<file path="src/bvp_pkg.sv">
`timescale 1ns / 1ps
`default_nettype none
// ----------------------------------------------------------------------------
// bvp_pkg: battery voltage to percent, shared constants and table functions
// Open-circuit-voltage table of a single LiPo cell and per-segment helpers.
// ----------------------------------------------------------------------------
package bvp_pkg;

  localparam int OCV_POINTS = 23;
  localparam int SEG_COUNT  = OCV_POINTS - 1;
  localparam int MAX_DP     = 6;    // largest percent step between two points

  localparam logic [15:0] GAIN_RESET = 16'd8192;  // 2.0 in Q4.12
  localparam logic [15:0] MV_FULL    = 16'd4200;
  localparam logic [15:0] MV_EMPTY   = 16'd3270;
  localparam logic [6:0]  PCT_FULL   = 7'd100;
  localparam logic [6:0]  PCT_EMPTY  = 7'd0;

  typedef logic [12:0] mv_tbl_t  [OCV_POINTS];
  typedef logic [6:0]  pct_tbl_t [OCV_POINTS];

  // Table runs from full to empty
  localparam mv_tbl_t OCV_MV = '{
    13'd4200, 13'd4170, 13'd4140, 13'd4110, 13'd4080, 13'd4050, 13'd4020, 13'd3980,
    13'd3950, 13'd3910, 13'd3870, 13'd3830, 13'd3790, 13'd3750, 13'd3710, 13'd3670,
    13'd3610, 13'd3550, 13'd3490, 13'd3420, 13'd3360, 13'd3300, 13'd3270
  };
  localparam pct_tbl_t OCV_PCT = '{
    7'd100, 7'd97, 7'd94, 7'd91, 7'd87, 7'd83, 7'd79, 7'd74,
    7'd70,  7'd65, 7'd60, 7'd55, 7'd50, 7'd45, 7'd40, 7'd35,
    7'd29,  7'd23, 7'd17, 7'd12, 7'd7,  7'd3,  7'd0
  };

  // Voltage width of segment i (upper point i, lower point i+1)
  function automatic logic [6:0] seg_span(input logic [4:0] i);
    seg_span = 7'(OCV_MV[i] - OCV_MV[i + 5'd1]);
  endfunction

  // Percent rise across segment i
  function automatic logic [2:0] seg_dp(input logic [4:0] i);
    seg_dp = 3'(OCV_PCT[i] - OCV_PCT[i + 5'd1]);
  endfunction

  // Rounding threshold for step k of segment i: (2k-1)*span
  function automatic logic [9:0] seg_thr(input logic [4:0] i, input logic [2:0] k);
    seg_thr = 10'(({6'b0, k, 1'b0} - 10'd1) * {3'b0, seg_span(i)});
  endfunction

endpackage
`default_nettype wire

</file>
<file path="src/battery_voltage_to_percent.sv">
`timescale 1ns / 1ps
`default_nettype none
// ----------------------------------------------------------------------------
// battery_voltage_to_percent: LiPo cell voltage and state-of-charge estimator
//
// Usage:
//   A request carries four ADC readings (sample_0..3, mV). It is taken on a
//   rising edge with start high and busy low; busy is always low, so a new
//   request may be issued every cycle.
//   The readings are summed, scaled by divider_gain (Q4.12, written through
//   divider_gain_we / divider_gain_wdata) and divided by 16384, giving
//   battery_mv. The charge is interpolated over a 23-point OCV table and
//   rounded half up, clamped to 100 % at 4200 mV and 0 % at 3270 mV.
//   Each request yields one result: done stays high for one cycle with
//   charge_percent and battery_mv valid; done and both result fields are
//   registered together on the same clock edge, in the last stage.
//   Throughput is one request per cycle through a six-stage pipeline:
//   sum, multiply, threshold compare, segment encode, segment multiply,
//   rounding compare.
//   Reset clears every pipeline valid bit and loads the gain with 2.0.
//   The receiver cannot stall: results are presented once and not held.
// ----------------------------------------------------------------------------
module battery_voltage_to_percent
  import bvp_pkg::*;
(
  input  wire logic        clk,
  input  wire logic        rst,
  input  wire logic        start,
  output      logic        busy,
  input  wire logic [11:0] sample_0,
  input  wire logic [11:0] sample_1,
  input  wire logic [11:0] sample_2,
  input  wire logic [11:0] sample_3,
  input  wire logic        divider_gain_we,
  input  wire logic [15:0] divider_gain_wdata,
  output      logic        done,
  output      logic [6:0]  charge_percent,
  output      logic [15:0] battery_mv
);

  logic              accept;
  logic [15:0]       divider_gain;

  // stage registers
  logic              s1_valid;
  logic [13:0]       s1_sum;
  logic              s2_valid;
  logic [15:0]       s2_mv;
  logic              s3_valid;
  logic [15:0]       s3_mv;
  logic [SEG_COUNT-1:0] s3_below;
  logic              s3_full;
  logic              s3_empty;
  logic              s4_valid;
  logic [15:0]       s4_mv;
  logic [4:0]        s4_idx;
  logic [6:0]        s4_diff;
  logic              s4_full;
  logic              s4_empty;
  logic              s5_valid;
  logic [15:0]       s5_mv;
  logic [4:0]        s5_idx;
  logic [9:0]        s5_prod;
  logic              s5_full;
  logic              s5_empty;

  // combinational
  logic [29:0]       s2_product;
  logic [SEG_COUNT-1:0] s3_below_next;
  logic [4:0]        s4_idx_next;
  logic [15:0]       s4_diff_wide;
  logic [2:0]        s6_steps;
  logic [6:0]        s6_pct;
  logic [9:0]        s6_twice;

  assign busy   = 1'b0;
  assign accept = start && !busy;

  // Gain register
  always_ff @(posedge clk) begin
    if (rst) begin
      divider_gain <= GAIN_RESET;
    end else if (divider_gain_we) begin
      divider_gain <= divider_gain_wdata;
    end
  end

  // Stage 1: sum of the four readings
  always_ff @(posedge clk) begin
    s1_sum <= 14'(sample_0) + 14'(sample_1) + 14'(sample_2) + 14'(sample_3);
  end

  // Stage 2: gain and average, floor of sum*gain/16384
  assign s2_product = 30'(s1_sum) * 30'(divider_gain);

  always_ff @(posedge clk) begin
    s2_mv <= s2_product[29:14];
  end

  // Stage 3: compare against every table point but the last, and the clamp limits
  always_comb begin
    for (int k = 0; k < SEG_COUNT; k++) begin
      s3_below_next[k] = s2_mv < 16'(OCV_MV[k]);
    end
  end

  always_ff @(posedge clk) begin
    s3_mv    <= s2_mv;
    s3_below <= s3_below_next;
    s3_full  <= s2_mv >= MV_FULL;
    s3_empty <= s2_mv <= MV_EMPTY;
  end

  // Stage 4: segment index is the last point still above the voltage
  always_comb begin
    s4_idx_next = '0;
    for (int k = 0; k < SEG_COUNT; k++) begin
      if (s3_below[k]) begin
        s4_idx_next = 5'(k);
      end
    end
  end

  assign s4_diff_wide = s3_mv - 16'(OCV_MV[s4_idx_next + 5'd1]);

  always_ff @(posedge clk) begin
    s4_mv    <= s3_mv;
    s4_idx   <= s4_idx_next;
    s4_diff  <= s4_diff_wide[6:0];
    s4_full  <= s3_full;
    s4_empty <= s3_empty;
  end

  // Stage 5: offset times percent rise of the segment
  always_ff @(posedge clk) begin
    s5_mv    <= s4_mv;
    s5_idx   <= s4_idx;
    s5_prod  <= 10'(s4_diff) * 10'(seg_dp(s4_idx));
    s5_full  <= s4_full;
    s5_empty <= s4_empty;
  end

  // Stage 6: rounded quotient by counting crossed thresholds
  assign s6_twice = {s5_prod[8:0], 1'b0};

  always_comb begin
    s6_steps = '0;
    for (int k = 1; k <= MAX_DP; k++) begin
      if (s6_twice >= seg_thr(s5_idx, 3'(k))) begin
        s6_steps = s6_steps + 3'd1;
      end
    end
  end

  always_comb begin
    priority if (s5_full) begin
      s6_pct = PCT_FULL;
    end else if (s5_empty) begin
      s6_pct = PCT_EMPTY;
    end else begin
      s6_pct = OCV_PCT[s5_idx + 5'd1] + 7'(s6_steps);
    end
  end

  always_ff @(posedge clk) begin
    charge_percent <= s6_pct;
    battery_mv     <= s5_mv;
  end

  // Valid bits travel with the data
  always_ff @(posedge clk) begin
    if (rst) begin
      s1_valid <= 1'b0;
      s2_valid <= 1'b0;
      s3_valid <= 1'b0;
      s4_valid <= 1'b0;
      s5_valid <= 1'b0;
      done     <= 1'b0;
    end else begin
      s1_valid <= accept;
      s2_valid <= s1_valid;
      s3_valid <= s2_valid;
      s4_valid <= s3_valid;
      s5_valid <= s4_valid;
      done     <= s5_valid;
    end
  end

  // Checks
  a_latency: assert property (@(posedge clk) disable iff (rst)
    accept |-> ##6 done)
    else $error("request did not produce a result after six cycles");

  a_range: assert property (@(posedge clk) disable iff (rst)
    done |-> charge_percent <= PCT_FULL)
    else $error("charge above full scale");

  a_full: assert property (@(posedge clk) disable iff (rst)
    done && (battery_mv >= MV_FULL) |-> charge_percent == PCT_FULL)
    else $error("full cell not reported as full");

  a_empty: assert property (@(posedge clk) disable iff (rst)
    done && (battery_mv <= MV_EMPTY) |-> charge_percent == PCT_EMPTY)
    else $error("empty cell not reported as empty");

endmodule
`default_nettype wire

</file>
<file path="config.mk">
export PLATFORM = sky130hd
export DESIGN_NAME = battery_voltage_to_percent
export DESIGN_NICKNAME = d
export VERILOG_FILES = /design/src/bvp_pkg.sv /design/src/battery_voltage_to_percent.sv
export SDC_FILE = /design/constraint.sdc
export NUM_CORES = 1
export LEC_CHECK = 0
export ABC_CLOCK_PERIOD_IN_PS = 8700
export BUFFER_PORTS_ARGS = -buffer_cell sky130_fd_sc_hd__buf_2
export CAP_MARGIN = 0
export CORE_ASPECT_RATIO = 0.5
export CORE_MARGIN = 8
export CORE_UTILIZATION = 43
export CTS_CLUSTER_DIAMETER = 60
export DETAILED_ROUTE_END_ITERATION = 10
export RECOVER_POWER = 100
export SLEW_MARGIN = 25
export SYNTH_ARGS = -nofsm -noshare
export SYNTH_HDL_FRONTEND = slang
export SYNTH_SLANG_ARGS = --single-unit
</file>
<file path="constraint.sdc">
create_clock -name clk -period 8.7 [get_ports clk]
set_input_delay 0.87 -clock clk [delete_from_list [all_inputs] [get_ports clk]]
set_output_delay 0.87 -clock clk [all_outputs]
set_load 0.01 [all_outputs]
</file>
==> results of run 1 <==
## critical path: cells and delay by family, from the launching register on
kind	cells	cell delay, ns
fa+ha+maj	11	2.89
compound gates	9	1.46
simple gates	8	1.24
mux	5	1.09
xor+xnor	5	0.85
flops	1	0.37
buf+inv	3	0.24
## sequential cells by signal (all words and copies together) (netlist names), 5 cells and up
signal	cells
s5_prod	9
s2_mv	16
s1_sum	14
battery_mv	16
s4_idx	5
divider_gain	16
s5_mv	16
s4_mv	15
charge_percent	7
s3_mv	16
s4_diff	7
s5_idx	5
s3_below	21
## routing by layer
metal / wire [microns] / global-route usage
met2: 17600 / 0.270
met5: 0 / 0
met1: 17500 / 0.214
met3: 974 / 0.0203
met4: 390 / 0.0351
## logic make-up (layout without fill, tap and decap cells)
family                     count (synthesis)  count (layout)  synth area share
xor gates and xnor gates                  83              83            0.0433
and+or+nand+nor                          531             531             0.150
muxes                                     29              29            0.0173
other                                      1               1          0.000219
DFF                                      175             175             0.205
AOI/OAI and AO/OA                        284             284             0.106
adders and majority gates                433             433             0.409
buffers and inverters                    314             404            0.0696
## stage by stage
stage / hold WS (ns) / util / cell area [sq um]
after floorplan: 0.310 / - / 17100
after global placement: 0.310 / 0.465 / 18100
after detailed placement: 0.312 / 0.465 / 18100
after CTS: 0.325 / 0.481 / 18800
after global routing: 0.335 / 0.485 / 19000
final: 0.325 / 0.485 / 19000
## worst max-delay path by stage
stage / endpoint / depth (start not counted) / start / slack (ns)
floorplan: charge_percent[6] / 43 / s5_idx[0] / 0.11
global placement: charge_percent[5] / 42 / s5_idx[0] / 0.07
detailed placement: charge_percent[6] / 42 / s5_idx[0] / -0.06
CTS: charge_percent[5] / 41 / s5_idx[0] / 0.05
global route: charge_percent[6] / 41 / s5_idx[0] / -0.04
finish: charge_percent[6] / 41 / s5_idx[0] / 0.43
## area by class of cell
type / count / area [sq um] / area share
multi-input combinational: 1361 / 12600 / 0.663
clock buffer: 18 / 439 / 0.0232
clock inverter: 14 / 183 / 0.00964
sequential: 175 / 3510 / 0.185
timing repair buffer: 122 / 653 / 0.0345
tap: 530 / 663 / 0.0350
inverter: 250 / 942 / 0.0497
## Yosys cell counts, types with 14 or more instances
cell | n | area (sq um)
dfxtp_1 | 175 | 3500
xor2_1 | 31 | 272
nor3_1 | 19 | 95.1
nand2b_1 | 24 | 150
and2_1 | 93 | 582
nand3_1 | 25 | 125
a21o_1 | 30 | 225
o21bai_1 | 16 | 120
a21oi_1 | 96 | 480
inv_1 | 249 | 935
ha_1 | 221 | 2770
a31oi_1 | 14 | 87.6
o21ai_0 | 50 | 250
nor2_1 | 88 | 330
fa_1 | 210 | 4200
mux2i_1 | 25 | 250
clkbuf_1 | 59 | 221
nand2_1 | 206 | 773
xnor2_1 | 51 | 447
or3_1 | 16 | 100
nor2b_1 | 18 | 113
## what timing repair did
action | CTS | global route
endpoints found under the setup margin | 3 | 6
hold buffers | 0 | 0
pin swaps | 1 | 13
resized for setup | 1 | 41
endpoints found under the hold margin | 0 | 0
setup buffers | 1 | 7
==> results.sh, run 1 <==
export IMPL_status="finished clean"
export IMPL_cts_root_buf="clkbuf_16"
export IMPL_synth_edff_count=0
export IMPL_yosysSeqAreaShare=0.205
export IMPL_cp_required_ns=9.05
export IMPL_gp_congestion=0.859
export IMPL_portBuffers=91
export IMPL_placementRows=51
export IMPL_slowest_delay_ns=0.43
export IMPL_synthFlopType="dfxtp_1"
export IMPL_grt_max_degree=23
export IMPL_async_reset_ff_frac=0
export IMPL_fillers=3736
export IMPL_synthToLayoutAreaGrowth_pct=10.9
export IMPL_drc_errors=0
export IMPL_end_kind="flip-flop"
export IMPL_io_pins=93
export IMPL_core_sq_um=39100
export IMPL_syn_area_per_cell_sq_um=9.24
export IMPL_r2r_end="charge_percent[6]"
export IMPL_cts_tree="built"
export IMPL_hold_depth=0
export IMPL_vias=12500
export IMPL_ff2ff_setup_slack_ns=0.43
export IMPL_rr_worst_depth=41
export IMPL_synthCells=1850
export IMPL_setup_tns_ns=0
export IMPL_slew_viol_final=0
export IMPL_relSlewSlack=0.355
export IMPL_hold_class="flip-flop to flip-flop"
export IMPL_fin_skew_ns=0.0140
export IMPL_dp_cells=2430
export IMPL_fp_dieW_microns=298
export IMPL_h_tree_depth=4
export IMPL_setup_slack_ns=0.431
export IMPL_dp_slack_ns=-0.0563
export IMPL_diodes=0
export IMPL_layout_commonest_cell="inv_1"
export IMPL_synth_fp_nets=2349
export IMPL_netlist_area_sq_um=17100
export IMPL_vias_per_cell=5.07
export IMPL_hpwl_microns=29000
export IMPL_hold_end="s5_mv[13]"
export IMPL_cp_slowest_cell="or3_4"
export IMPL_period_needed_ns=8.27
export IMPL_dieHeight_microns=157
export IMPL_fin_nets=2426
export IMPL_drv_cap=0
export IMPL_ys_warn_count=0
export IMPL_clock_fmax_mhz=121
export IMPL_clkTransAtPathRegs_ns=0.08
export IMPL_setup_viol_count_final=0
export IMPL_critPathMaxFanout=7
export IMPL_worstMarginPinSlew_ns=0.968
export IMPL_finalHoldViolations=0
export IMPL_ys_ff_latch=175
export IMPL_period_share=0.950
export IMPL_drt_iter0_markers=608
export IMPL_die_area_sq_um=46800
export IMPL_layout_common_cells="inv_1 (244), ha_1 (212), fa_1 (209), nand2_1 (206), dfxtp_1 (173)"
export IMPL_worstPathArrival_ns=8.62
export IMPL_path_class="flip-flop to flip-flop"
export IMPL_drive_above_1_share=0.0928
export IMPL_dr_pass1_iters=5
export IMPL_timing_rr_start="s5_idx[0]"
export IMPL_initial_core_util=0.438
export IMPL_start_kind="flip-flop"
export IMPL_ant_nets=0
export IMPL_totalWireLength_microns=36500
export IMPL_ctsLongestPathBuffers=2
export IMPL_numCtsBuffers=17
export IMPL_grt_overflow=0
export IMPL_grt_pass1_wl_microns=61600
export IMPL_grt_antenna_before_repair=2
export IMPL_first_global_vias=12400
export IMPL_min_delay_start="s4_mv[13]"
export IMPL_clk_latency_ns=0.45
export IMPL_final_cells=2470
export IMPL_ys_types=65
export IMPL_wl_per_cell_microns=14.8
export IMPL_clock_sinks=175
export IMPL_cpMostUsedCell="ha_1"
export IMPL_grt_use_total=0.158
Power of run 1 is left out: the tool's default activity adds up to more than one toggle a clock period on the data nets, which glitch-free logic cannot reach.
==> inputs of run 2 (changes only) <==
Settings changed: CORE_ASPECT_RATIO 0.5 to 0.8, CORE_MARGIN 8 to default, GPL_ROUTABILITY_DRIVEN from default to 0.
==> run 2 against run 1 <==
Net effect: wire length up 1.8%; cell area is 0.24% higher; via count rose by 1.1%; sequential cell count did not move; highest routed layer unchanged; worst hold slack about the same; non-clock buffer count decreased by 1; maximum frequency about the same; critical path type unchanged; count of clock-buffer cells in the layout is the same; critical path depth is 3 lower; global-route usage rose by 3.3 points; cell count shrank 0.12%.
==> results.sh, run 2 (synthesized netlist as in run 1, its figures left out) <==
export IMPL_start_kind="flip-flop"
export IMPL_hpwl_microns=29100
export IMPL_slowest_delay_ns=0.50
export IMPL_placementRows=64
export IMPL_cpMostUsedCell="ha_1"
export IMPL_holdWs_ns=0.325
export IMPL_ant_nets=0
export IMPL_status="finished clean"
export IMPL_period_needed_ns=8.27
export IMPL_hold_class="flip-flop to flip-flop"
export IMPL_numCtsBuffers=17
export IMPL_worstPathArrival_ns=8.64
export IMPL_clk_latency_ns=0.46
export IMPL_grtUsageMet2=0.300
export IMPL_first_global_vias=12700
export IMPL_cts_tree="built"
export IMPL_end_kind="flip-flop"
export IMPL_core_sq_um=38700
export IMPL_die_area_sq_um=40600
export IMPL_drc_errors=0
export IMPL_cp_slowest_cell="a2111oi_1"
export IMPL_relSlewSlack=0.385
export IMPL_initial_core_util=0.442
export IMPL_globalRouteMet1Util=0.269
export IMPL_grt_antenna_before_repair=0
export IMPL_totalWireLength_microns=37100
export IMPL_synthToLayoutAreaGrowth_pct=11.2
export IMPL_vias_per_cell=5.13
export IMPL_fin_nets=2425
export IMPL_wl_per_cell_microns=15.0
export IMPL_path_class="flip-flop to flip-flop"
export IMPL_layout_commonest_cell="inv_1"
export IMPL_worstMarginPinSlew_ns=0.923
export IMPL_critPathMaxFanout=11
export IMPL_grt_max_degree=23
export IMPL_drv_cap=0
export IMPL_slew_viol_final=0
export IMPL_fp_dieW_microns=225
export IMPL_clock_fmax_mhz=121
export IMPL_grt_overflow=0
export IMPL_h_tree_depth=4
export IMPL_regMostFlops="s3_below"
export IMPL_drt_iter0_markers=829
export IMPL_ctsLongestPathBuffers=2
export IMPL_ff2ff_setup_slack_ns=0.43
export IMPL_clkTransAtPathRegs_ns=0.08
export IMPL_fin_skew_ns=0.0145
export IMPL_dr_pass1_iters=5
export IMPL_setup_tns_ns=0
export IMPL_grt_pass1_wl_microns=62400
export IMPL_finalHoldViolations=0
export IMPL_layout_common_cells="inv_1 (244), fa_1 (209), ha_1 (209), nand2_1 (206), dfxtp_1 (172)"
export IMPL_dieHeight_microns=180
export IMPL_io_pins=93
export IMPL_grt_use_total=0.191
export IMPL_hold_depth=0
export IMPL_cts_hold_fix_buffers=0
export IMPL_diodes=0
export IMPL_top_usage_layer="met2"
export IMPL_rr_worst_depth=38
export IMPL_cp_required_ns=9.07
export IMPL_vias=12700
export IMPL_cts_root_buf="clkbuf_16"
export IMPL_use_met3=0.0365
export IMPL_setup_viol_count_final=0
export IMPL_clock_sinks=175
export IMPL_portBuffers=91
export IMPL_largest_reg_flops=21
export IMPL_period_share=0.950
export IMPL_drive_above_1_share=0.0964
-- run 2: cell count changes in the layout (fill, tap and decap cells not counted), moves of 2 or more --
cell and change:
buf_4 -4, clkinv_8 -4, ha_4 +2, ha_1 -3, buf_6 +3
-- run 2: area by class of cell --
| type | count | area (sq um) |
|---|---|---|
| timing repair buffer | 121 | 657 |
| clock buffer | 18 | 439 |
| clock inverter | 14 | 168 |
| fill | 3626 | 19700 |
| multi-input combinational | 1361 | 12600 |
| tap | 528 | 661 |
| inverter | 250 | 938 |
| sequential | 175 | 3510 |
-- run 2: stage by stage --
step | cell area [sq um] | worst slack, ns | util | cells
floorplan | 17100 | 0.109 | - | 1850
global placement | 18100 | 0.145 | 0.469 | 2427
detailed placement | 18100 | -0.0886 | 0.469 | 2427
CTS | 18800 | 0.0398 | 0.485 | 2460
global route | 19000 | -0.0703 | 0.491 | 2467
finish | 19000 | 0.431 | 0.491 | 2467
-- run 2: worst paths after layout --
kind	from	endpoint
setup reg to reg	s5_idx[1]	charge_percent[4]
hold reg to reg	s4_mv[14]	s5_mv[14]
hold / removal	s4_mv[14]	s5_mv[14]
setup / recovery	s5_idx[1]	charge_percent[4]
-- run 2: layer usage --
metal  routed length (microns)  share of wire  up-vias
met5                         0              0        -
met4                       505          0.014        0
met3                      1880          0.051       35
met2                     16500           0.45      293
met1                     18200           0.49     6142
li1                          -              -     6186
-- run 2: repair_timing --
action,in CTS,in global routing
gates resized for setup,4,52
setup buffers,1,7
pin swaps,1,21
setup endpoints to repair,3,6
hold endpoints to repair,0,0
-- run 2: worst max-delay path, delay by kind of cell (launching register included) --
family                   cells  cell delay (ns)
AO/OA/AOI/OAI               12             2.41
AND/OR/NAND/NOR              5             0.75
XOR/XNOR                     5             0.84
multiplexers                 2             0.56
flip-flops                   1             0.36
buffers and inverters        4             0.49
adder cells (fa/ha/maj)     10             2.79
Power of run 2 is left out for the same reason.
